### src/sv/r2b_pkg.sv
// Shared types, constants and byte-formatting functions for the RGB565 to BMP writer.
package r2b_pkg;

  // Field widths
  localparam int PIX_W      = 16;
  localparam int BYTE_W     = 8;
  localparam int CFG_W      = 13;
  localparam int CFG_IDX_W  = 1;
  localparam int DIM_EXT_W  = 17;   // holds any dimension limit up to 65535

  // Parameter defaults
  localparam int MAX_WIDTH_DEF  = 4096;
  localparam int MAX_HEIGHT_DEF = 4096;

  // Register indexes
  localparam logic [CFG_IDX_W-1:0] REG_IMAGE_WIDTH  = 1'd0;
  localparam logic [CFG_IDX_W-1:0] REG_IMAGE_HEIGHT = 1'd1;

  // Register reset values
  localparam logic [CFG_W-1:0] WIDTH_RST  = 13'd320;
  localparam logic [CFG_W-1:0] HEIGHT_RST = 13'd240;

  // Byte counter and stream layout
  localparam int IDX_W     = 6;
  localparam int HDR_LEN   = 54;
  localparam int PIX_BYTES = 3;

  // Header field offsets
  localparam logic [IDX_W-1:0] OFS_SIG_B   = 6'd0;
  localparam logic [IDX_W-1:0] OFS_SIG_M   = 6'd1;
  localparam logic [IDX_W-1:0] OFS_FSIZE   = 6'd2;
  localparam logic [IDX_W-1:0] OFS_DATA    = 6'd10;
  localparam logic [IDX_W-1:0] OFS_INFO    = 6'd14;
  localparam logic [IDX_W-1:0] OFS_WIDTH   = 6'd18;
  localparam logic [IDX_W-1:0] OFS_HEIGHT  = 6'd22;
  localparam logic [IDX_W-1:0] OFS_PLANES  = 6'd26;
  localparam logic [IDX_W-1:0] OFS_BPP     = 6'd28;
  localparam logic [IDX_W-1:0] OFS_ISIZE   = 6'd34;

  // Header constants
  localparam logic [7:0]  SIG_B      = 8'h42;
  localparam logic [7:0]  SIG_M      = 8'h4D;
  localparam logic [31:0] DATA_OFS   = 32'd54;
  localparam logic [31:0] INFO_SIZE  = 32'd40;
  localparam logic [7:0]  PLANES     = 8'd1;
  localparam logic [7:0]  BPP        = 8'd24;

  // Channel scaling: v*255/d computed as a reciprocal multiply
  localparam logic [7:0]  FULL_SCALE = 8'd255;
  localparam logic [13:0] RECIP31    = 14'd8457;   // ceil(2^18/31)
  localparam int          SHIFT31    = 18;
  localparam logic [14:0] RECIP63    = 15'd16645;  // ceil(2^20/63)
  localparam int          SHIFT63    = 20;

  typedef enum logic [2:0] {
    ST_IDLE,
    ST_CALC,
    ST_HDR,
    ST_PIX,
    ST_PAD
  } ctl_state_e;

  typedef enum logic [1:0] {
    SEL_HDR,
    SEL_PIX,
    SEL_PAD
  } byte_sel_e;

  // Controller to datapath
  typedef struct packed {
    logic      load_pix;
    logic      calc;
    logic      clr_idx;
    logic      inc_idx;
    logic      emit;
    byte_sel_e sel;
  } ctl_cmd_t;

  // Datapath to controller
  typedef struct packed {
    logic first;
    logic hdr_last;
    logic pix_last;
    logic pad_last;
    logic pad_none;
    logic out_free;
  } dp_status_t;

  // 5-bit channel to 8 bits, truncated
  function automatic logic [7:0] scale5(logic [4:0] v);
    logic [12:0] x;
    logic [26:0] p;
    x = 13'(v) * 13'(FULL_SCALE);
    p = 27'(x) * 27'(RECIP31);
    return p[SHIFT31 +: 8];
  endfunction

  // 6-bit channel to 8 bits, truncated
  function automatic logic [7:0] scale6(logic [5:0] v);
    logic [13:0] x;
    logic [28:0] p;
    x = 14'(v) * 14'(FULL_SCALE);
    p = 29'(x) * 29'(RECIP63);
    return p[SHIFT63 +: 8];
  endfunction

  // Little-endian byte of a 32-bit field starting at base
  function automatic logic [7:0] le_byte(logic [31:0] word, logic [IDX_W-1:0] pos,
                                         logic [IDX_W-1:0] base);
    logic [IDX_W-1:0] k;
    k = pos - base;
    return word[{k[1:0], 3'b000} +: 8];
  endfunction

  // One byte of the 54-byte header
  function automatic logic [7:0] hdr_byte(logic [IDX_W-1:0] idx, logic [31:0] w,
                                          logic [31:0] h, logic [31:0] img_size);
    logic [7:0] b;
    b = 8'h00;
    case (idx) inside
      OFS_SIG_B:                   b = SIG_B;
      OFS_SIG_M:                   b = SIG_M;
      [OFS_FSIZE:OFS_FSIZE+6'd3]:  b = le_byte(DATA_OFS + img_size, idx, OFS_FSIZE);
      [OFS_DATA:OFS_DATA+6'd3]:    b = le_byte(DATA_OFS, idx, OFS_DATA);
      [OFS_INFO:OFS_INFO+6'd3]:    b = le_byte(INFO_SIZE, idx, OFS_INFO);
      [OFS_WIDTH:OFS_WIDTH+6'd3]:  b = le_byte(w, idx, OFS_WIDTH);
      [OFS_HEIGHT:OFS_HEIGHT+6'd3]: b = le_byte(32'd0 - h, idx, OFS_HEIGHT);
      OFS_PLANES:                  b = PLANES;
      OFS_BPP:                     b = BPP;
      [OFS_ISIZE:OFS_ISIZE+6'd3]:  b = le_byte(img_size, idx, OFS_ISIZE);
      default:                     b = 8'h00;
    endcase
    return b;
  endfunction

endpackage

### src/sv/r2b_pixel_if.sv
// Pixel input channel: valid/ready handshake with an RGB565 payload.
interface r2b_pixel_if;
  logic                       valid;
  logic                       ready;
  logic [r2b_pkg::PIX_W-1:0]  pixel_rgb565;

  modport source (output valid, output pixel_rgb565, input ready);
  modport sink   (input valid, input pixel_rgb565, output ready);
endinterface

### src/sv/r2b_byte_if.sv
// Byte output channel: valid/ready handshake with a BMP stream byte and markers.
interface r2b_byte_if;
  logic                        valid;
  logic                        ready;
  logic [r2b_pkg::BYTE_W-1:0]  out_byte;
  logic                        last_of_run;
  logic                        end_of_image;

  modport source (output valid, output out_byte, output last_of_run, output end_of_image,
                  input ready);
  modport sink   (input valid, input out_byte, input last_of_run, input end_of_image,
                  output ready);
endinterface

### src/sv/r2b_datapath.sv
// Datapath: config registers, frame counters, header math, byte formatting, output register.
module r2b_datapath #(
  parameter int MAX_WIDTH  = r2b_pkg::MAX_WIDTH_DEF,
  parameter int MAX_HEIGHT = r2b_pkg::MAX_HEIGHT_DEF
) (
  input  logic                          clk_i,
  input  logic                          rst_ni,
  input  r2b_pkg::ctl_cmd_t             cmd_i,
  output r2b_pkg::dp_status_t           status_o,
  input  logic [r2b_pkg::PIX_W-1:0]     pixel_i,
  input  logic                          cfg_we_i,
  input  logic [r2b_pkg::CFG_IDX_W-1:0] cfg_idx_i,
  input  logic [r2b_pkg::CFG_W-1:0]     cfg_data_i,
  output logic                          out_valid_o,
  input  logic                          out_ready_i,
  output logic [r2b_pkg::BYTE_W-1:0]    out_byte_o,
  output logic                          out_last_o,
  output logic                          out_eoi_o
);
  import r2b_pkg::*;

  localparam int WW = $clog2(MAX_WIDTH + 1);
  localparam int HW = $clog2(MAX_HEIGHT + 1);
  localparam int CW = (MAX_WIDTH > 1) ? $clog2(MAX_WIDTH) : 1;
  localparam int RW = (MAX_HEIGHT > 1) ? $clog2(MAX_HEIGHT) : 1;
  localparam int BW = WW + 2;   // padded row bytes

  logic [CFG_W-1:0]     width_q, height_q;
  logic [CW-1:0]        col_q, col_d;
  logic [RW-1:0]        row_q, row_d;
  logic [PIX_W-1:0]     pix_q;
  logic                 frame_end_q;
  logic [1:0]           pad_q;
  logic [IDX_W-1:0]     idx_q;
  logic [31:0]          img_size_q;
  logic                 out_valid_q;
  logic [BYTE_W-1:0]    byte_q, byte_d;
  logic                 last_q, last_d;
  logic                 eoi_q;

  logic [DIM_EXT_W-1:0] w_ext, h_ext, w_lim, h_lim;
  logic [WW-1:0]        w;
  logic [HW-1:0]        h;
  logic [BW-1:0]        row_bytes;
  logic [BW+HW-1:0]     img_prod;
  logic                 row_end, frame_end;
  logic                 out_free;

  // Configuration writes
  always_ff @(posedge clk_i or negedge rst_ni) begin
    if (!rst_ni) begin
      width_q  <= WIDTH_RST;
      height_q <= HEIGHT_RST;
    end else if (cfg_we_i) begin
      case (cfg_idx_i)
        REG_IMAGE_WIDTH:  width_q  <= cfg_data_i;
        REG_IMAGE_HEIGHT: height_q <= cfg_data_i;
        default: ;
      endcase
    end
  end

  // Clamp dimensions: zero acts as one, large values saturate
  always_comb begin
    w_ext = DIM_EXT_W'(width_q);
    h_ext = DIM_EXT_W'(height_q);
    if (width_q == '0) begin
      w_lim = DIM_EXT_W'(1);
    end else if (w_ext > DIM_EXT_W'(MAX_WIDTH)) begin
      w_lim = DIM_EXT_W'(MAX_WIDTH);
    end else begin
      w_lim = w_ext;
    end
    if (height_q == '0) begin
      h_lim = DIM_EXT_W'(1);
    end else if (h_ext > DIM_EXT_W'(MAX_HEIGHT)) begin
      h_lim = DIM_EXT_W'(MAX_HEIGHT);
    end else begin
      h_lim = h_ext;
    end
    w = WW'(w_lim);
    h = HW'(h_lim);
  end

  // Row and frame ends seen by the incoming pixel
  assign row_end   = ((WW+1)'(col_q) + (WW+1)'(1)) >= (WW+1)'(w);
  assign frame_end = row_end && (((HW+1)'(row_q) + (HW+1)'(1)) >= (HW+1)'(h));

  always_comb begin
    col_d = col_q;
    row_d = row_q;
    if (frame_end) begin
      col_d = '0;
      row_d = '0;
    end else if (row_end) begin
      col_d = '0;
      row_d = row_q + RW'(1);
    end else begin
      col_d = col_q + CW'(1);
    end
  end

  // Frame counters
  always_ff @(posedge clk_i or negedge rst_ni) begin
    if (!rst_ni) begin
      col_q <= '0;
      row_q <= '0;
    end else if (cmd_i.load_pix) begin
      col_q <= col_d;
      row_q <= row_d;
    end
  end

  // Per-pixel payload; pad count is (-3w) mod 4, which equals w mod 4
  always_ff @(posedge clk_i) begin
    if (cmd_i.load_pix) begin
      pix_q       <= pixel_i;
      frame_end_q <= frame_end;
      pad_q       <= row_end ? 2'(w) : 2'd0;
    end
  end

  // Image size, one registered multiply at frame start
  assign row_bytes = ((BW'(w) * BW'(3)) + BW'(3)) & ~BW'(3);
  assign img_prod  = (BW+HW)'(row_bytes) * (BW+HW)'(h);

  always_ff @(posedge clk_i) begin
    if (cmd_i.calc) begin
      img_size_q <= 32'(img_prod);
    end
  end

  // Byte counter within the header, pixel or padding run
  always_ff @(posedge clk_i or negedge rst_ni) begin
    if (!rst_ni) begin
      idx_q <= '0;
    end else if (cmd_i.clr_idx) begin
      idx_q <= '0;
    end else if (cmd_i.inc_idx) begin
      idx_q <= idx_q + IDX_W'(1);
    end
  end

  assign out_free = !out_valid_q || out_ready_i;

  always_comb begin
    status_o.first    = (col_q == '0) && (row_q == '0);
    status_o.hdr_last = (idx_q == IDX_W'(HDR_LEN - 1));
    status_o.pix_last = (idx_q == IDX_W'(PIX_BYTES - 1));
    status_o.pad_last = ((idx_q[1:0] + 2'd1) == pad_q);
    status_o.pad_none = (pad_q == 2'd0);
    status_o.out_free = out_free;
  end

  // Next byte selection
  always_comb begin
    byte_d = '0;
    last_d = 1'b0;
    case (cmd_i.sel)
      SEL_HDR: begin
        byte_d = hdr_byte(idx_q, 32'(w), 32'(h), img_size_q);
      end
      SEL_PIX: begin
        case (idx_q[1:0])
          2'd0:    byte_d = scale5(pix_q[4:0]);
          2'd1:    byte_d = scale6(pix_q[10:5]);
          default: byte_d = scale5(pix_q[15:11]);
        endcase
        last_d = status_o.pix_last && status_o.pad_none;
      end
      SEL_PAD: begin
        byte_d = '0;
        last_d = status_o.pad_last;
      end
      default: ;
    endcase
  end

  // Output register
  always_ff @(posedge clk_i or negedge rst_ni) begin
    if (!rst_ni) begin
      out_valid_q <= 1'b0;
    end else if (cmd_i.emit) begin
      out_valid_q <= 1'b1;
    end else if (out_ready_i) begin
      out_valid_q <= 1'b0;
    end
  end

  always_ff @(posedge clk_i) begin
    if (cmd_i.emit) begin
      byte_q <= byte_d;
      last_q <= last_d;
      eoi_q  <= last_d && frame_end_q;
    end
  end

  assign out_valid_o = out_valid_q;
  assign out_byte_o  = byte_q;
  assign out_last_o  = last_q;
  assign out_eoi_o   = eoi_q;

endmodule

### src/sv/r2b_ctrl.sv
// Controller: sequences header, pixel and padding bytes and the pixel handshake.
module r2b_ctrl (
  input  logic                clk_i,
  input  logic                rst_ni,
  input  logic                in_valid_i,
  output logic                in_ready_o,
  input  r2b_pkg::dp_status_t status_i,
  output r2b_pkg::ctl_cmd_t   cmd_o
);
  import r2b_pkg::*;

  ctl_state_e state_q, state_d;
  logic       finish;

  // State register
  always_ff @(posedge clk_i or negedge rst_ni) begin
    if (!rst_ni) begin
      state_q <= ST_IDLE;
    end else begin
      state_q <= state_d;
    end
  end

  // Next state and commands
  always_comb begin
    state_d     = state_q;
    in_ready_o  = 1'b0;
    finish      = 1'b0;
    cmd_o       = '0;
    cmd_o.sel   = SEL_HDR;
    case (state_q)
      ST_IDLE: begin
        in_ready_o = 1'b1;
        if (in_valid_i) begin
          cmd_o.load_pix = 1'b1;
          cmd_o.clr_idx  = 1'b1;
          state_d        = status_i.first ? ST_CALC : ST_PIX;
        end
      end
      ST_CALC: begin
        cmd_o.calc = 1'b1;
        state_d    = ST_HDR;
      end
      ST_HDR: begin
        if (status_i.out_free) begin
          cmd_o.emit    = 1'b1;
          cmd_o.sel     = SEL_HDR;
          cmd_o.inc_idx = 1'b1;
          if (status_i.hdr_last) begin
            cmd_o.clr_idx = 1'b1;
            state_d       = ST_PIX;
          end
        end
      end
      ST_PIX: begin
        if (status_i.out_free) begin
          cmd_o.emit    = 1'b1;
          cmd_o.sel     = SEL_PIX;
          cmd_o.inc_idx = 1'b1;
          if (status_i.pix_last) begin
            cmd_o.clr_idx = 1'b1;
            if (status_i.pad_none) begin
              finish = 1'b1;
            end else begin
              state_d = ST_PAD;
            end
          end
        end
      end
      ST_PAD: begin
        if (status_i.out_free) begin
          cmd_o.emit    = 1'b1;
          cmd_o.sel     = SEL_PAD;
          cmd_o.inc_idx = 1'b1;
          if (status_i.pad_last) begin
            cmd_o.clr_idx = 1'b1;
            finish        = 1'b1;
          end
        end
      end
      default: state_d = ST_IDLE;
    endcase

    // Last byte of a run goes out: take the next pixel in the same cycle
    if (finish) begin
      in_ready_o = 1'b1;
      state_d    = ST_IDLE;
      if (in_valid_i) begin
        cmd_o.load_pix = 1'b1;
        state_d        = status_i.first ? ST_CALC : ST_PIX;
      end
    end
  end

endmodule

### src/sv/rgb565_to_bmp24_stream_writer.sv
// Top level of the RGB565 to top-down 24-bit BMP byte stream writer.
// Pixels enter in raster order and leave as a BMP byte stream, one byte per cycle through
// an output register while the output is ready. A pixel yields its B, G and R bytes, plus
// 0 to 3 bytes of zero padding at a row end; the first pixel of a frame is preceded by the
// image-size multiply and then the 54 header bytes. The next pixel is taken in the cycle
// that its predecessor's last byte is loaded, so back-to-back pixels within a row are paced
// by the byte-wide output register. The user writes image_width and image_height through
// the config port only while the block is idle; the block itself does not enforce this.
// Zero acts as one and values above MAX_WIDTH / MAX_HEIGHT saturate.
module rgb565_to_bmp24_stream_writer #(
  parameter int MAX_WIDTH  = r2b_pkg::MAX_WIDTH_DEF,
  parameter int MAX_HEIGHT = r2b_pkg::MAX_HEIGHT_DEF
) (
  input  logic                          clk_i,
  input  logic                          rst_ni,
  r2b_pixel_if.sink                     pixel_i,
  r2b_byte_if.source                    byte_o,
  input  logic                          cfg_we_i,
  input  logic [r2b_pkg::CFG_IDX_W-1:0] cfg_idx_i,
  input  logic [r2b_pkg::CFG_W-1:0]     cfg_data_i
);
  import r2b_pkg::*;

  ctl_cmd_t   cmd;
  dp_status_t status;

  // Sequencer
  r2b_ctrl u_ctrl (
    .clk_i      (clk_i),
    .rst_ni     (rst_ni),
    .in_valid_i (pixel_i.valid),
    .in_ready_o (pixel_i.ready),
    .status_i   (status),
    .cmd_o      (cmd)
  );

  // Datapath
  r2b_datapath #(
    .MAX_WIDTH  (MAX_WIDTH),
    .MAX_HEIGHT (MAX_HEIGHT)
  ) u_datapath (
    .clk_i       (clk_i),
    .rst_ni      (rst_ni),
    .cmd_i       (cmd),
    .status_o    (status),
    .pixel_i     (pixel_i.pixel_rgb565),
    .cfg_we_i    (cfg_we_i),
    .cfg_idx_i   (cfg_idx_i),
    .cfg_data_i  (cfg_data_i),
    .out_valid_o (byte_o.valid),
    .out_ready_i (byte_o.ready),
    .out_byte_o  (byte_o.out_byte),
    .out_last_o  (byte_o.last_of_run),
    .out_eoi_o   (byte_o.end_of_image)
  );

`ifndef SYNTHESIS
  // A byte is only loaded when the output register is free
  a_emit_free: assert property (@(posedge clk_i) disable iff (!rst_ni)
    cmd.emit |-> status.out_free)
    else $error("byte loaded over a pending transaction");

  // A pixel is only latched on an accepted transaction
  a_load_accept: assert property (@(posedge clk_i) disable iff (!rst_ni)
    cmd.load_pix |-> (pixel_i.valid && pixel_i.ready))
    else $error("pixel latched without a transaction");

  // End of image only on the last byte of a pixel run
  a_eoi_last: assert property (@(posedge clk_i) disable iff (!rst_ni)
    (byte_o.valid && byte_o.end_of_image) |-> byte_o.last_of_run)
    else $error("end_of_image without last_of_run");
`endif

endmodule

### src/flat_wrapper.sv
// flat-port wrapper written by rule: the top's interface ports become plain ports
module rgb565_to_bmp24_stream_writer_flat import r2b_pkg::*;
#(
  parameter int MAX_WIDTH  = r2b_pkg::MAX_WIDTH_DEF,
  parameter int MAX_HEIGHT = r2b_pkg::MAX_HEIGHT_DEF
)
  (clk_i, rst_ni, cfg_we_i, cfg_idx_i, cfg_data_i, pixel_i_valid, pixel_i_pixel_rgb565, pixel_i_ready, byte_o_valid, byte_o_out_byte, byte_o_last_of_run, byte_o_end_of_image, byte_o_ready);
  r2b_pixel_if pixel_i_i ();
  r2b_byte_if byte_o_i ();
  input  logic clk_i;
  input  logic rst_ni;
  input  logic cfg_we_i;
  input  logic [r2b_pkg::CFG_IDX_W-1:0] cfg_idx_i;
  input  logic [r2b_pkg::CFG_W-1:0] cfg_data_i;
  input wire logic [$bits(pixel_i_i.valid)-1:0] pixel_i_valid;
  input wire logic [$bits(pixel_i_i.pixel_rgb565)-1:0] pixel_i_pixel_rgb565;
  output wire logic [$bits(pixel_i_i.ready)-1:0] pixel_i_ready;
  output wire logic [$bits(byte_o_i.valid)-1:0] byte_o_valid;
  output wire logic [$bits(byte_o_i.out_byte)-1:0] byte_o_out_byte;
  output wire logic [$bits(byte_o_i.last_of_run)-1:0] byte_o_last_of_run;
  output wire logic [$bits(byte_o_i.end_of_image)-1:0] byte_o_end_of_image;
  input wire logic [$bits(byte_o_i.ready)-1:0] byte_o_ready;
  assign pixel_i_i.valid = pixel_i_valid;
  assign pixel_i_i.pixel_rgb565 = pixel_i_pixel_rgb565;
  assign pixel_i_ready = pixel_i_i.ready;
  assign byte_o_valid = byte_o_i.valid;
  assign byte_o_out_byte = byte_o_i.out_byte;
  assign byte_o_last_of_run = byte_o_i.last_of_run;
  assign byte_o_end_of_image = byte_o_i.end_of_image;
  assign byte_o_i.ready = byte_o_ready;
  rgb565_to_bmp24_stream_writer #(.MAX_WIDTH(MAX_WIDTH), .MAX_HEIGHT(MAX_HEIGHT)) u_core (.clk_i(clk_i), .rst_ni(rst_ni), .pixel_i(pixel_i_i), .byte_o(byte_o_i), .cfg_we_i(cfg_we_i), .cfg_idx_i(cfg_idx_i), .cfg_data_i(cfg_data_i));
endmodule
### config.mk
export PLATFORM = sky130hd
export DESIGN_NAME = rgb565_to_bmp24_stream_writer_flat
export DESIGN_NICKNAME = d
export VERILOG_FILES = /design/src/sv/r2b_pkg.sv /design/src/sv/r2b_pixel_if.sv /design/src/sv/r2b_byte_if.sv /design/src/sv/r2b_datapath.sv /design/src/sv/r2b_ctrl.sv /design/src/sv/rgb565_to_bmp24_stream_writer.sv /design/src/flat_wrapper.sv
export SDC_FILE = /design/constraint.sdc
export NUM_CORES = 1
export LEC_CHECK = 0
export BUFFER_PORTS_ARGS = -buffer_cell sky130_fd_sc_hd__buf_2
export CORE_ASPECT_RATIO = 1.2
export CORE_UTILIZATION = 35
export DETAILED_ROUTE_END_ITERATION = 7
export GPL_ROUTABILITY_DRIVEN = 0
export PLACE_DENSITY_LB_ADDON = 0.3
export SLEW_MARGIN = 0
export SYNTH_ARGS = -nofsm -noshare
export SYNTH_HDL_FRONTEND = slang
export SYNTH_HIERARCHICAL = 1
export SYNTH_SLANG_ARGS = --single-unit
### constraint.sdc
create_clock -name clk_i -period 8.1 [get_ports clk_i]
set_clock_uncertainty 0.1 [all_clocks]
set_input_delay 1.62 -clock clk_i [delete_from_list [all_inputs] [get_ports clk_i]]
set_output_delay 1.62 -clock clk_i [all_outputs]
set_load 0.01 [all_outputs]
# Word-level counts from Yosys, hierarchy flattened
# Index checks and enable logic that the tools add are counted.
op_classes:
  n_addsub: 15
  mul: 8
  div_mod_pow: 0
  order_cmp: 16
  n_eq_ne: 20
  shifts: 6
  mux: 55
  bitwise: 1
  reduce_logical: 28
op_table:
  columns: ["cell", "count"]
  rows:
  - ["variable part select 32 x 6 -> 8 bit", 4]
  - ["two-way mux 8 bit", 10]
  - ["variable part select 32 x 6 -> 8 bit (first input constant)", 2]
  - ["multiplier 13 x 14 -> 26 bit (second input constant)", 2]
  - ["two-way mux 13 bit", 4]
  - ["two-way mux 12 bit", 4]
  - ["case mux 8 bit (2 select lines)", 2]
  - ["adder 6 x 28 -> 29 bit (first input constant)", 1]
  - ["multiplier 14 x 15 -> 28 bit (second input constant)", 1]
  - ["adder 12 x 1 -> 13 bit (second input constant)", 2]
  - ["greater-or-equal comparator 13 bit", 2]
  - ["> comparator 13 bit (second input constant)", 2]
  - ["zero test 13 bit", 2]
  - ["multiplier 13 x 13 -> 26 bit", 1]
  - ["multiplier 5 x 8 -> 13 bit (second input constant)", 2]
  - ["adder 12 x 1 -> 12 bit (second input constant)", 2]
  - ["zero test 12 bit", 2]
  - ["two-way mux 3 bit", 7]
  - ["<= comparator 6 x 5 -> 1 bit (second input constant)", 3]
  - ["two-way mux 1 bit", 16]
  - ["adder 15 x 2 -> 15 bit (second input constant)", 1]
  - ["multiplier 13 x 2 -> 15 bit (second input constant)", 1]
  - ["two-way mux 5 bit", 3]
  - ["!= test 3 bit (second input constant)", 5]
  - ["40 further kinds", 68]
word_totals:
  register_bits: 115
  latch_bits: 0
  ramBits: 0
  mem_bits_ro: 0
  inputBits: 35
  output_inout_bits: 12
  wordCells: 163
  mem_count: 0

# Longest topological paths before layout
# Gate-level depths: netlist (run 1).
logic_depth:
  word_depth: 13
  mapped_depth: 35
  mapped_depth_nobuf: 34

# By module
# Netlist (run 1), hierarchy kept.
modules_own_cells:
  columns: ["module", "instances", "cells_each", "area_each_um2", "seq_area_each_um2"]
  rows:
  - ["r2b_datapath", 1, 2205, 19992.9, 3085.5]
  - ["r2b_ctrl", 1, 44, 372.9, 75.1]

# Worst setup path before layout (run 1)
# OpenSTA, ideal clock, no wires.
synth_timing:
  path_type: "reg-to-reg"
  startpoint: "register u_core.u_datapath.pix_q[8]"
  endpoint: "register u_core.u_datapath.byte_q[7], in the netlist u_core/u_datapath/out_byte_o[7], data pin"
  setup_time_ns: 0.266
  arrival_ns: 7.686
  required_time_ns: 7.734
  setup_slack_ns: 0.048
  stages_incl_launch_ff: 31
  n_path_buf: 0
  period_less_slack_ns: 8.052
  path_cell_list: "edfxtp_1 fa_1 inv_1 fa_1 fa_1 inv_1 ha_1 a21o_1 a211oi_1 o21ai_1 a31o_2 a21oi_1 xnor2_1 inv_1 ha_1 ha_1 inv_1 fa_1 fa_1 inv_1 ha_1 ha_1 ha_1 nand4_1 nor2_1 a311oi_1 o31ai_1 o31a_1 a221o_1 a311oi_1 nand3_1"
synth_via:
  elab_chain_cells: 4
synth_lines:
  columns: ["element", "line_no", "rtl"]
  rows:
  - ["from (decl)", "r2b_datapath.sv:31", "logic [PIX_W-1:0] pix_q;"]
  - ["from (signal assigned)", "r2b_datapath.sv:117", "pix_q <= pixel_i;"]
  - ["multiplier 6 x 8 -> 14 bit", "r2b_pkg.sv:102", "x = 14'(v) * 14'(FULL_SCALE);"]
  - ["multiplier 14 x 15 -> 28 bit", "r2b_pkg.sv:103", "p = 29'(x) * 29'(RECIP63);"]
  - ["case mux 8 bit (2 select lines)", "r2b_datapath.sv:164", "case (idx_q[1:0])"]
  - ["case mux 8 bit (2 select lines)", "r2b_datapath.sv:159", "case (cmd_i.sel)"]
  - ["named net u_core.u_datapath.byte_d[7]", "r2b_datapath.sv:37", "logic [BYTE_W-1:0] byte_q, byte_d;"]
  - ["to (signal assigned)", "r2b_datapath.sv:192", "byte_q <= byte_d;"]
  - ["to (decl)", "r2b_datapath.sv:37", null]
# The timed path passes the listed nets, and every way through them passes these cells.
# A chain may end at the register's enable or synchronous reset.

# Worst setup path in the final report (run 1)
layout_timing:
  startpoint: "register u_core.u_datapath.width_q[2]"
  endpoint: "register u_core.u_datapath.img_size_q[27], data pin"
layout_via:
  elab_chain_cells: 6
  elab_cells_between_ends: 7
  classes_between: "add/sub (1); mul (2); order compare (1); mux (2); reduce/logical (1)"
layout_lines:
  columns: ["element", "line_no", "rtl"]
  rows:
  - ["from (decl)", "r2b_datapath.sv:28", "logic [CFG_W-1:0] width_q, height_q;"]
  - ["from (signal assigned)", "r2b_datapath.sv:56", "REG_IMAGE_WIDTH: width_q <= cfg_data_i;"]
  - ["> comparator 13 bit", "r2b_datapath.sv:69", "end else if (w_ext > DIM_EXT_W'(MAX_WIDTH)) begin"]
  - ["two-way mux 13 bit", "r2b_datapath.sv:69", null]
  - ["two-way mux 13 bit (*)", "r2b_datapath.sv:67", "if (width_q == '0) begin"]
  - ["multiplier 13 x 2 -> 15 bit (*)", "r2b_datapath.sv:124", "assign row_bytes = ((BW'(w) * BW'(3)) + BW'(3)) & ~BW'(3);"]
  - ["adder 15 x 2 -> 15 bit (*)", "r2b_datapath.sv:124", null]
  - ["multiplier 13 x 13 -> 26 bit (*)", "r2b_datapath.sv:125", "assign img_prod = (BW+HW)'(row_bytes) * (BW+HW)'(h);"]
  - ["named net u_core.u_datapath.img_prod[27]", "r2b_datapath.sv:45", "logic [BW+HW-1:0] img_prod;"]
  - ["to (signal assigned)", "r2b_datapath.sv:129", "img_size_q <= 32'(img_prod);"]
  - ["to (decl)", "r2b_datapath.sv:35", "logic [31:0] img_size_q;"]
# The timed path passes the listed nets; every way through them passes the cells marked *.

==> results.txt, run 1 <==
----------------------------------------------------
[Floorplanning]
  # IOs ... 47
  Die area ... 0.0592 sq mm
  Die boundary width ... 222 um
  Core outline area ... 0.0573 sq mm
  Number of placement rows ... 96
  Initial core utilization ... 0.355
  DIE HEIGHT ... 266 um

[Yosys]
  Largest family of logic cells by synthesized area ... adder cells
  Fraction of synthesized cell area in xor and xnor cells ... 0.0598
  Gate Count Post-Synth ... 2,249
  Asr flop ratio synth ... 0.522
  Synth Net Count ... 2,852
  Dominant cell type by area after synthesis ... ha_1
  Commonest cells in the synthesized netlist ... ha_1 (385), inv_1 (373), nand2_1 (191), fa_1 (183), nor2_1 (131)
  Distinct cell type count of the synthesized netlist ... 94
  Most area-consuming cells after synthesis ... ha_1 (24%), fa_1 (18%), edfxtp_1 (8.1%)
  Portion of synthesized cell area occupied by the leading cell type ... 0.237
  Post-synth EDFFs ... 55
  Simple-gate area share of the yosys netlist ... 0.138
  Post-synthesis mux area share ... 0.0306
  Mean cell area of the mapped netlist ... 9.06 sq um
  Fraction of the yosys area taken by sequential cells ... 0.155
  Synth Area in Adders ... 0.416
  Mapped Area ... 0.0204 sq mm
  Library cell with the highest instance count after synthesis ... ha_1
  Flop and latch count out of synthesis ... 115
  Share of the synthesized area in compound gates (AO/OA/AOI/OAI) ... 0.118
  Synth warn ... 6
  Top FF cell, synth ... edfxtp_1

[Cells and area]
  Final #Nets ... 2,998
  Final-layout fill cell count ... 5,640
  Fraction of layout cells with a size suffix above 1 ... 0.151
  Count of inserted antenna diode cells ... 0
  Non-filler cells, final ... 3,143
  Area growth syn-to-layout ... 14.5%

[Critical path]
  Startpoint Class ... flop
  Critical Setup Path Class ... reg -> reg
  CP endpoint kind ... flop
  Crit path max-delay cell type ... fa_1
  Worst-path fanout max ... 5
  Critical path required time ... 8210 ps
  Longest individual stage delay on the worst path ... 560 ps
  Data arrival, critical path ... 8010 ps
  Cell repeated most along the worst path ... fa_1

[GRT]
  Global-route wire length before repair ... 86,000 um
  Via count of the first global-routing pass ... 17,121
  Total gr overflow ... 0
  Pin count of the biggest net entering global routing ... 61
  Global-route usage over all layers ... 0.182
  Initial antenna violation count ... 0

[Placed design]
  Half-perimeter wire length after detailed placement ... 43,700 um
  Port Buffer Count ... 46
  Placed instance count ... 3,092

[Clock tree]
  Clock tree sinks ... 115
  Worst-path clk slew ... 60 ps
  Cts bufs inserted ... 17
  Maximum number of buffers from clock root to sink ... 2
  Clk_lat worst skew ... 480 ps
  CTS H-Tree Depth ... 4
  Clock root buffer ... clkbuf_16
  TritonCTS clock tree ... yes
  Number of buffers inserted for hold repair after clock tree synthesis ... 0

[Detailed routing]
  Routed wire length per instance ... 16.7 um
  Via density per instance ... 5.20
  DRT Pass-1 Iters ... 5
  DRT Wirelength ... 52,400 um
  Antenna Violating Nets Remaining ... 0
  Starting DRC count in detailed routing ... 699
  DRC errors left ... 0
  Total number of vias ... 16,345

[STA]
  Setup-failing EPs final ... 0
  Worst Hold Slack ... 408 ps
  Final hold violations ... 0
  Transition time of the tightest slew-check pin ... 938 ps
  Max-slew headroom ... 0.373
  Unrepaired setup endpoints after global routing ... true
  Max-slew violation total from the final report ... 0
  Post-route minimum period ... 7890 ps
  Highest clock frequency the design can meet ... 127 MHz
  Share of the cycle needed by the critical path after routing ... 0.974

[Run status]
  Status ... finished clean

[Job]
  Max-cap viol count ... 0

[Worst hold path]
  Min-delay worst type ... reg -> reg

----------------------------------------------------
==> area by class of cell <==
type                    count  area (sq um)  share of cell area
inverters                 377          1420              0.0607
repair buffers            183          1270              0.0543
well taps                 735           920              0.0394
multi-input cells        1701         16000               0.685
clock buffers              22           507              0.0217
clock inverters            10          67.6             0.00290
flip-flops and latches    115          3160               0.136
==> worst max-delay path: cells and delay by family (launching register included) <==
kind	cells	cell delay [ps]
AND/OR/NAND/NOR	3	390
adder cells (fa/ha/maj)	8	3590
XOR/XNOR	2	380
flip-flops	1	390
buffers and inverters	8	840
AO/OA/AOI/OAI	10	1920
==> layer usage <==
layer | wire length [um] | GRT usage
met1 | 21700 | 0.214
met2 | 27500 | 0.336
met3 | 2080 | 0.0297
met4 | 1090 | 0.0511
met5 | 0 | 0
==> cells by family after synthesis <==
family	after synthesis
XOR/XNOR	139
buffers and inverters	433
flip-flops	115
adder cells (fa/ha/maj)	568
AO/OA/AOI/OAI	359
AND/OR/NAND/NOR	582
multiplexers	53
==> layout by cell type (no fill, tap or decap), types with 17 or more instances in the layout <==
master and n:
xor2_1 54, buf_2 46, ha_1 372, o21ai_0 62, clkbuf_16 19, a21oi_1 82
a21o_1 21, mux2_2 30, fa_1 175, inv_1 360, nand2b_1 17, and3_1 25
o211ai_1 21, mux2i_1 18, nand4_1 23, nand2_1 189, nand3_1 52, edfxtp_1 55
and2_1 30, xnor2_1 80, buf_4 135, nor3_1 22, dfrtp_1 54, nor2b_1 35
nor2_1 129
==> sequential cells by signal, summed over array words and instances (netlist names), 2 cells and up <==
| signal | cells |
|---|---|
| u_core/u_datapath/width_q | 13 |
| u_core/u_datapath/row_q | 12 |
| u_core/u_datapath/out_byte_o | 8 |
| u_core/u_datapath/pad_q | 2 |
| u_core/u_datapath/height_q | 13 |
| u_core/u_datapath/idx_q | 6 |
| u_core/u_datapath/pix_q | 16 |
| u_core/u_datapath/col_q | 12 |
| u_core/u_ctrl/state_q | 3 |
| u_core/u_datapath/img_size_q | 26 |
==> repair_timing <==
item                                    in CTS  in global routing
endpoints found under the setup margin       8                 15
resized for setup                           25                 67
buffers inserted                             9                 11
pin swaps                                   42                 43
==> through the flow <==
step           instance area, sq um   util  TNS [ps]  setup slack (ps)
2_1_floorplan                 20400      -         0              48.3
3_3_place_gp                  22200  0.387      -486              -165
3_5_place_dp                  22200  0.387     -1340              -250
4_1_cts                       23000  0.401         0              6.80
5_1_grt                       23300  0.407     -96.2             -43.3
6_report                      23300  0.407         0               208
==> final timing paths <==
| kind | slack, ps | end | startpoint | cells after the start |
|---|---|---|---|---|
| worst max-delay path | 210 | u_core/u_datapath/img_size_q[27] | u_core/u_datapath/width_q[2] | 31 |
| worst min-delay path | 410 | u_core/u_datapath/out_eoi_o | u_core/u_datapath/frame_end_q | 1 |
| worst max register to register | 210 | u_core/u_datapath/img_size_q[27] | u_core/u_datapath/width_q[2] | 31 |
| worst min register to register | 410 | u_core/u_datapath/out_eoi_o | u_core/u_datapath/frame_end_q | 1 |
| max in group asynchronous | 6150 | u_core/u_datapath/row_q[9] | rst_ni | 2 |
| min in group asynchronous | 1230 | u_core/u_datapath/col_q[6] | rst_ni | 2 |
Power of run 1 is not shown: default switching activity piles up to over one toggle a cycle in this logic, so the estimate is an artifact.
==> inputs of run 2 (changes only) <==
==> constraint.sdc (replaced) <==
create_clock -name clk_i -period 8.5 [get_ports clk_i]
set_clock_uncertainty 0.1 [all_clocks]
set_input_delay 1.7 -clock clk_i [delete_from_list [all_inputs] [get_ports clk_i]]
set_output_delay 1.7 -clock clk_i [all_outputs]
set_load 0.01 [all_outputs]
==> run 2 against run 1 <==
Sequential cell count stayed put. Clock-buffer cell count stayed put. Critical path depth stayed put. Utilization is 1.2 points lower. Largest cell class unchanged. Highest routed layer is now met5.
==> results.txt, run 2 (same netlist as run 1, synthesis figures left out) <==
----------------------------------------------------
[Detailed routing]
  Total number of vias ... 16,227 (was 16,345)
  Routed wire length per instance ... 17.0 um (was 16.7 um)
  Via density per instance ... 5.28 (was 5.20)
  DRC errors left ... 0 (unchanged)
  DRT Wirelength ... 52,100 um (was 52,400 um)
  Starting DRC count in detailed routing ... 782 (was 699)
  Antenna Violating Nets Remaining ... 0 (unchanged)
  DRT Pass-1 Iters ... 7 (was 5)

[GRT]
  Initial antenna violation count ... 1 (was 0)
  Pin count of the biggest net entering global routing ... 61 (unchanged)
  Total gr overflow ... 0 (unchanged)
  Via count of the first global-routing pass ... 16,646 (was 17,121)
  Global-route wire length before repair ... 84,900 um (was 86,000 um)
  Global-route usage over all layers ... 0.180 (was 0.182)

[Run status]
  Status ... finished clean (unchanged)

[Clock tree]
  Worst-path clk slew ... 60 ps (about the same)
  TritonCTS clock tree ... yes (unchanged)
  Clock tree sinks ... 115 (unchanged)
  Clk_lat worst skew ... 450 ps (was 480 ps)
  Maximum number of buffers from clock root to sink ... 2 (unchanged)
  Clock root buffer ... clkbuf_16 (unchanged)
  CTS H-Tree Depth ... 4 (unchanged)
  Cts bufs inserted ... 17 (unchanged)

[Critical path]
  Longest individual stage delay on the worst path ... 560 ps (about the same)
  Cell repeated most along the worst path ... fa_1 (unchanged)
  Category of cells accounting for the largest share of critical-path delay ... compound AO/OA/AOI/OAI gates (was adder cells)
  Worst path depth ... 31 (unchanged)
  Reg2Reg Setup Slack ... 270 ps (was 210 ps)
  Count of buffering cells on the critical path with inverters included ... 3 (was 8)
  Number of cells on the worst reg-to-reg path ... 31 (unchanged)
  Worst-path fanout max ... 7 (was 5)
  CP endpoint kind ... flop (unchanged)
  Crit path max-delay cell type ... fa_2 (was fa_1)
  Data arrival, critical path ... 8320 ps (was 8010 ps)
  Critical Setup Path Class ... reg -> reg (unchanged)
  Endpoint of the worst register-to-register path ... u_core/u_datapath/img_size_q[27] (unchanged)
  Startpoint Class ... flop (unchanged)
  Worst reg2reg startpoint ... u_core/u_datapath/width_q[4] (was u_core/u_datapath/width_q[2])
  Critical path required time ... 8590 ps (was 8210 ps)

[Placed design]
  Port Buffer Count ... 46 (unchanged)
  Half-perimeter wire length after detailed placement ... 43,200 um (was 43,700 um)
  Worst-case setup slack after placement ... -4.08 ps (was -250 ps)
  Placed instance count ... 3,023 (was 3,092)

[Cells and area]
  Leading cell types in the layout, fill and taps excluded ... ha_1 (377), inv_1 (369), nand2_1 (190), fa_1 (181), nor2_1 (130) (was ha_1 (372), inv_1 (360), nand2_1 (189), fa_1 (175), buf_4 (135))
  Count of inserted antenna diode cells ... 0 (unchanged)
  Number of flip-flops in the largest register ... 26 (unchanged)
  Largest registers ... u_core/u_datapath/img_size_q: 26 flops, u_core/u_datapath/pix_q: 16 flops (unchanged)
  Area growth syn-to-layout ... 11.3% (was 14.5%)
  Final #Nets ... 2,930 (was 2,998)
  Non-filler cells, final ... 3,075 (was 3,143)
  Biggest register ... u_core/u_datapath/img_size_q (unchanged)
  Fraction of layout cells with a size suffix above 1 ... 0.112 (was 0.151)
  Fin util ... 0.396 (was 0.407)
  Most common cell after layout, fill and taps aside ... ha_1 (unchanged)

[Worst hold path]
  Worst min-delay path startpoint ... u_core/u_datapath/frame_end_q (unchanged)
  Min-delay worst type ... reg -> reg (unchanged)
  Hold path depth ... 1 (unchanged)
  Capture endpoint of the worst hold path ... u_core/u_datapath/out_eoi_o (unchanged)

[Floorplanning]
  Core outline area ... 0.0573 sq mm (unchanged)
  Die boundary width ... 222 um (unchanged)
  Die area ... 0.0592 sq mm (unchanged)
  Initial core utilization ... 0.355 (unchanged)
  # IOs ... 47 (unchanged)
  DIE HEIGHT ... 266 um (unchanged)
  Number of placement rows ... 96 (unchanged)

[STA]
  Final hold violations ... 0 (unchanged)
  Post-route minimum period ... 8230 ps (was 7890 ps)
  Max-slew headroom ... 0.352 (was 0.373)
  Max-slew violation total from the final report ... 0 (unchanged)
  Highest clock frequency the design can meet ... 121 MHz (was 127 MHz)
  Final worst slack ... 268 ps (was 208 ps)
  Setup-failing EPs final ... 0 (unchanged)
  Worst Hold Slack ... 430 ps (was 408 ps)
  Transition time of the tightest slew-check pin ... 970 ps (was 938 ps)
  Share of the cycle needed by the critical path after routing ... 0.968 (was 0.974)

[Job]
  Max-cap viol count ... 0 (unchanged)

----------------------------------------------------
## run 2: changes by cell type in the layout (fill, tap and decap cells not counted), moves of 5 or more
cell and delta:
inv_1 +9, fa_2 -6, a21oi_2 -6, o21ai_0 +6, inv_2 -9, a21oi_1 +6
ha_1 +5, ha_4 -6, fa_1 +6, buf_4 -68, o21ai_1 -5
## run 2: timing repair
action | 4_1_cts | 5_1_grt
buffers inserted | 0 | 20
hold buffers | 0 | 0
hold endpoints to repair | 0 | 0
resized for setup | 1 | 45
pin swaps | 0 | 44
setup endpoints to repair | 2 | 13
## run 2: how the worst max path moves through the flow
| stage | from | endpoint | slack, ps |
|---|---|---|---|
| floorplan | u_core/u_datapath/pix_q[8] | u_core/u_datapath/out_byte_o[7] | 450 |
| global placement | u_core/u_datapath/pix_q[10] | u_core/u_datapath/out_byte_o[6] | 110 |
| detailed placement | u_core/u_datapath/pix_q[7] | u_core/u_datapath/out_byte_o[6] | -4 |
| CTS | u_core/u_datapath/width_q[12] | u_core/u_datapath/img_size_q[27] | 40 |
| global route | u_core/u_datapath/width_q[4] | u_core/u_datapath/img_size_q[27] | -30 |
| finish | u_core/u_datapath/width_q[4] | u_core/u_datapath/img_size_q[27] | 270 |
## run 2: final cells by class
type / instances / area, sq um
multi-input combinational: 1701 / 15800
clock inverter: 10 / 116
inverter: 377 / 1420
fill: 5724 / 34600
clock buffer: 22 / 495
tap: 735 / 920
timing repair buffer: 115 / 764
sequential: 115 / 3160
## run 2: per-stage QoR
step	setup TNS, ps	area (sq um)
after detailed placement	-4.08	21700
final	0	22700
after floorplan	0	20400
after CTS	0	22300
after global routing	-44.3	22700
after global placement	0	21700
## run 2: metal layers
metal,routed length [um],up-vias,share of wire,GRT usage
li1,-,7769,-,-
met1,21500,8007,0.41,0.213
met2,26800,359,0.51,0.325
met3,2330,90,0.045,0.0279
met4,1520,2,0.029,0.0679
met5,8,-,0.00015,0
Power of run 2 is left out for the same reason.
==> inputs of run 3 (changes only) <==
--- a/config.mk
+++ b/config.mk
@@ -6,7 +6,7 @@
 export NUM_CORES = 1
 export LEC_CHECK = 0
 export BUFFER_PORTS_ARGS = -buffer_cell sky130_fd_sc_hd__buf_2
-export CORE_ASPECT_RATIO = 1.2
+export CORE_ASPECT_RATIO = 1.1
 export CORE_UTILIZATION = 35
 export DETAILED_ROUTE_END_ITERATION = 7
 export GPL_ROUTABILITY_DRIVEN = 0
==> run 3 against run 2 <==
Sequential cell count is the same. Setup slack gained 27 ps. Cell area is the same. Routed wire length shrank 1.9%. Sequential share of layout area is the same. Register-to-register slack gained 30 ps. Non-clock buffer count grew 4. Maximum frequency grew 0.32%. First-iteration DRC count grew 19%. Global-route usage shrank 0.36 points. Critical path depth grew 2. Critical endpoint unchanged.
==> results.txt, run 3 (same netlist as run 1, synthesis figures left out) <==
----------------------------------------------------
[Floorplanning]
  Initial core utilization ... 0.355 (about the same)
  DIE HEIGHT ... 255 um (was 266 um)
  Number of placement rows ... 92 (was 96)
  # IOs ... 47 (unchanged)
  Die boundary width ... 232 um (was 222 um)
  Core outline area ... 0.0574 sq mm (was 0.0573 sq mm)
  Die area ... 0.0592 sq mm (about the same)

[Cells and area]
  Design area ... 0.0227 sq mm (unchanged)
  Final #Nets ... 2,934 (was 2,930)
  Largest registers ... u_core/u_datapath/img_size_q: 26 flops, u_core/u_datapath/pix_q: 16 flops (unchanged)
  Final-layout fill cell count ... 5,723 (was 5,724)
  Leading cell types in the layout, fill and taps excluded ... ha_1 (378), inv_1 (370), nand2_1 (189), fa_1 (182), nor2_1 (131) (was ha_1 (377), inv_1 (369), nand2_1 (190), fa_1 (181), nor2_1 (130))
  Count of inserted antenna diode cells ... 0 (unchanged)
  Area growth syn-to-layout ... 11.3% (unchanged)
  Biggest register ... u_core/u_datapath/img_size_q (unchanged)
  Fraction of layout cells with a size suffix above 1 ... 0.111 (was 0.112)
  Number of flip-flops in the largest register ... 26 (unchanged)
  Area taken by multi-input logic gates ... 0.0158 sq mm (unchanged)
  Area occupied by registers ... 0.00316 sq mm (unchanged)
  Most common cell after layout, fill and taps aside ... ha_1 (unchanged)

[Critical path]
  Critical Setup Path Class ... reg -> reg (unchanged)
  Critical path required time ... 8590 ps (about the same)
  Start point of the critical path ... u_core/u_datapath/width_q[5] (was u_core/u_datapath/width_q[4])
  Cell repeated most along the worst path ... fa_1 (unchanged)
  Longest individual stage delay on the worst path ... 510 ps (was 560 ps)
  Number of cells on the worst reg-to-reg path ... 33 (was 31)
  Startpoint Class ... flop (unchanged)
  Worst reg2reg startpoint ... u_core/u_datapath/width_q[5] (was u_core/u_datapath/width_q[4])
  Worst-path fanout max ... 7 (unchanged)
  Data arrival, critical path ... 8300 ps (was 8320 ps)
  Crit path max-delay cell type ... fa_1 (was fa_2)
  Reg2Reg Setup Slack ... 290 ps (was 270 ps)
  CP endpoint kind ... flop (unchanged)
  Endpoint of the worst register-to-register path ... u_core/u_datapath/img_size_q[27] (unchanged)
  CP Capture Point ... u_core/u_datapath/img_size_q[27] (unchanged)

[STA]
  Max-slew headroom ... 0.150 (was 0.352)
  Highest clock frequency the design can meet ... 122 MHz (was 121 MHz)
  Max-slew violation total from the final report ... 0 (unchanged)
  Setup-failing EPs final ... 0 (unchanged)
  Post-route minimum period ... 8210 ps (was 8230 ps)
  Transition time of the tightest slew-check pin ... 1270 ps (was 970 ps)
  Share of the cycle needed by the critical path after routing ... 0.965 (was 0.968)
  Final hold violations ... 0 (unchanged)

[Worst hold path]
  Hold path depth ... 1 (unchanged)
  Min-delay worst type ... reg -> reg (unchanged)

[Placed design]
  Placed inst area ... 0.0217 sq mm (about the same)
  Half-perimeter wire length after detailed placement ... 42,600 um (was 43,200 um)
  Port Buffer Count ... 46 (unchanged)

[Clock tree]
  Cts bufs inserted ... 17 (unchanged)
  CTS H-Tree Depth ... 4 (unchanged)
  Maximum number of buffers from clock root to sink ... 2 (unchanged)
  Clock tree sinks ... 115 (unchanged)
  Worst-path clk slew ... 60 ps (about the same)
  Clock root buffer ... clkbuf_16 (unchanged)
  Clk_lat worst skew ... 460 ps (was 450 ps)
  TritonCTS clock tree ... yes (unchanged)

[Detailed routing]
  Via density per instance ... 5.20 (was 5.28)
  Antenna Violating Nets Remaining ... 0 (unchanged)
  DRT Wirelength ... 51,100 um (was 52,100 um)
  DRC errors left ... 0 (unchanged)
  Total number of vias ... 16,102 (was 16,227)
  Routed wire length per instance ... 16.5 um (was 17.0 um)
  DRT Pass-1 Iters ... 7 (unchanged)
  Starting DRC count in detailed routing ... 927 (was 782)

[GRT]
  Met1 routing resource usage after global routing ... 0.216 (was 0.213)
  Gr busiest metal ... met2 (unchanged)
  Total gr overflow ... 0 (unchanged)
  Via count of the first global-routing pass ... 16,447 (was 16,646)
  Pin count of the biggest net entering global routing ... 61 (unchanged)
  Global-route wire length before repair ... 82,600 um (was 84,900 um)
  GR Util met2 ... 0.316 (was 0.325)
  Global-route usage over all layers ... 0.176 (was 0.180)
  Met3 usage in global routing ... 0.0334 (was 0.0279)
  Initial antenna violation count ... 0 (was 1)

[Job]
  Max-cap viol count ... 0 (unchanged)

[Run status]
  Status ... finished clean (unchanged)

----------------------------------------------------
run 3: cell types whose count changed in the layout (fill, tap and decap cells not counted), sizes merged:
cell | before | now
buf | 115 | 119
bufinv | 2 | 0
clkbuf | 22 | 25
clkinv | 3 | 6
inv | 382 | 378
run 3: cell type report:
| cell class | instances | share of cell area |
|---|---|---|
| inverters | 377 | 0.0624 |
| clock inverters | 7 | 0.00199 |
| well taps | 752 | 0.0415 |
| flip-flops and latches | 115 | 0.139 |
| clock buffers | 25 | 0.0233 |
| repair buffers | 119 | 0.0345 |
| multi-input cells | 1701 | 0.697 |
run 3: what timing repair did:
| item | 4_1_cts | 5_1_grt |
|---|---|---|
| pin swaps | 0 | 37 |
| resized for setup | 1 | 43 |
| hold buffers | 0 | 0 |
| setup endpoints to repair | 1 | 13 |
| setup buffers | 0 | 18 |
run 3: metal layers:
metal,vias to the layer above,part of all wire
li1,7767,-
met1,7892,0.42
met2,376,0.51
met3,67,0.050
met4,0,0.019
met5,-,0
run 3: worst max-delay path: cells and delay by family (launching register included):
family | cells | cell delay, ps
compound gates | 14 | 3130
fa+ha+maj | 7 | 2770
simple gates | 6 | 1040
flops | 1 | 400
buf+inv | 5 | 400
xor+xnor | 1 | 110
run 3: how the worst min path moves through the flow:
stage / startpoint / slack [ps] / to
after floorplan: u_core/u_datapath/height_q[10] / 400 / u_core/u_datapath/height_q[10]
after global placement: u_core/u_datapath/frame_end_q / 410 / u_core/u_datapath/out_eoi_o
after detailed placement: u_core/u_datapath/frame_end_q / 400 / u_core/u_datapath/out_eoi_o
after CTS: u_core/u_datapath/frame_end_q / 420 / u_core/u_datapath/out_eoi_o
after global routing: u_core/u_datapath/frame_end_q / 460 / u_core/u_datapath/out_eoi_o
final: u_core/u_datapath/frame_end_q / 420 / u_core/u_datapath/out_eoi_o
run 3: stage by stage:
| step | setup TNS, ps | setup WS [ps] | hold WS [ps] | std cells | util |
|---|---|---|---|---|---|
| after detailed placement | 0 | 10.8 | 403 | 3046 | 0.378 |
| after global placement | 0 | 157 | 414 | 3046 | 0.378 |
| final | 0 | 295 | 419 | 3096 | 0.395 |
| after floorplan | 0 | 448 | 395 | 2249 | - |
| after global routing | -82.0 | -32.0 | 456 | 3096 | 0.395 |
| after CTS | 0 | 10.9 | 417 | 3078 | 0.388 |
Power of run 3 is left out for the same reason.
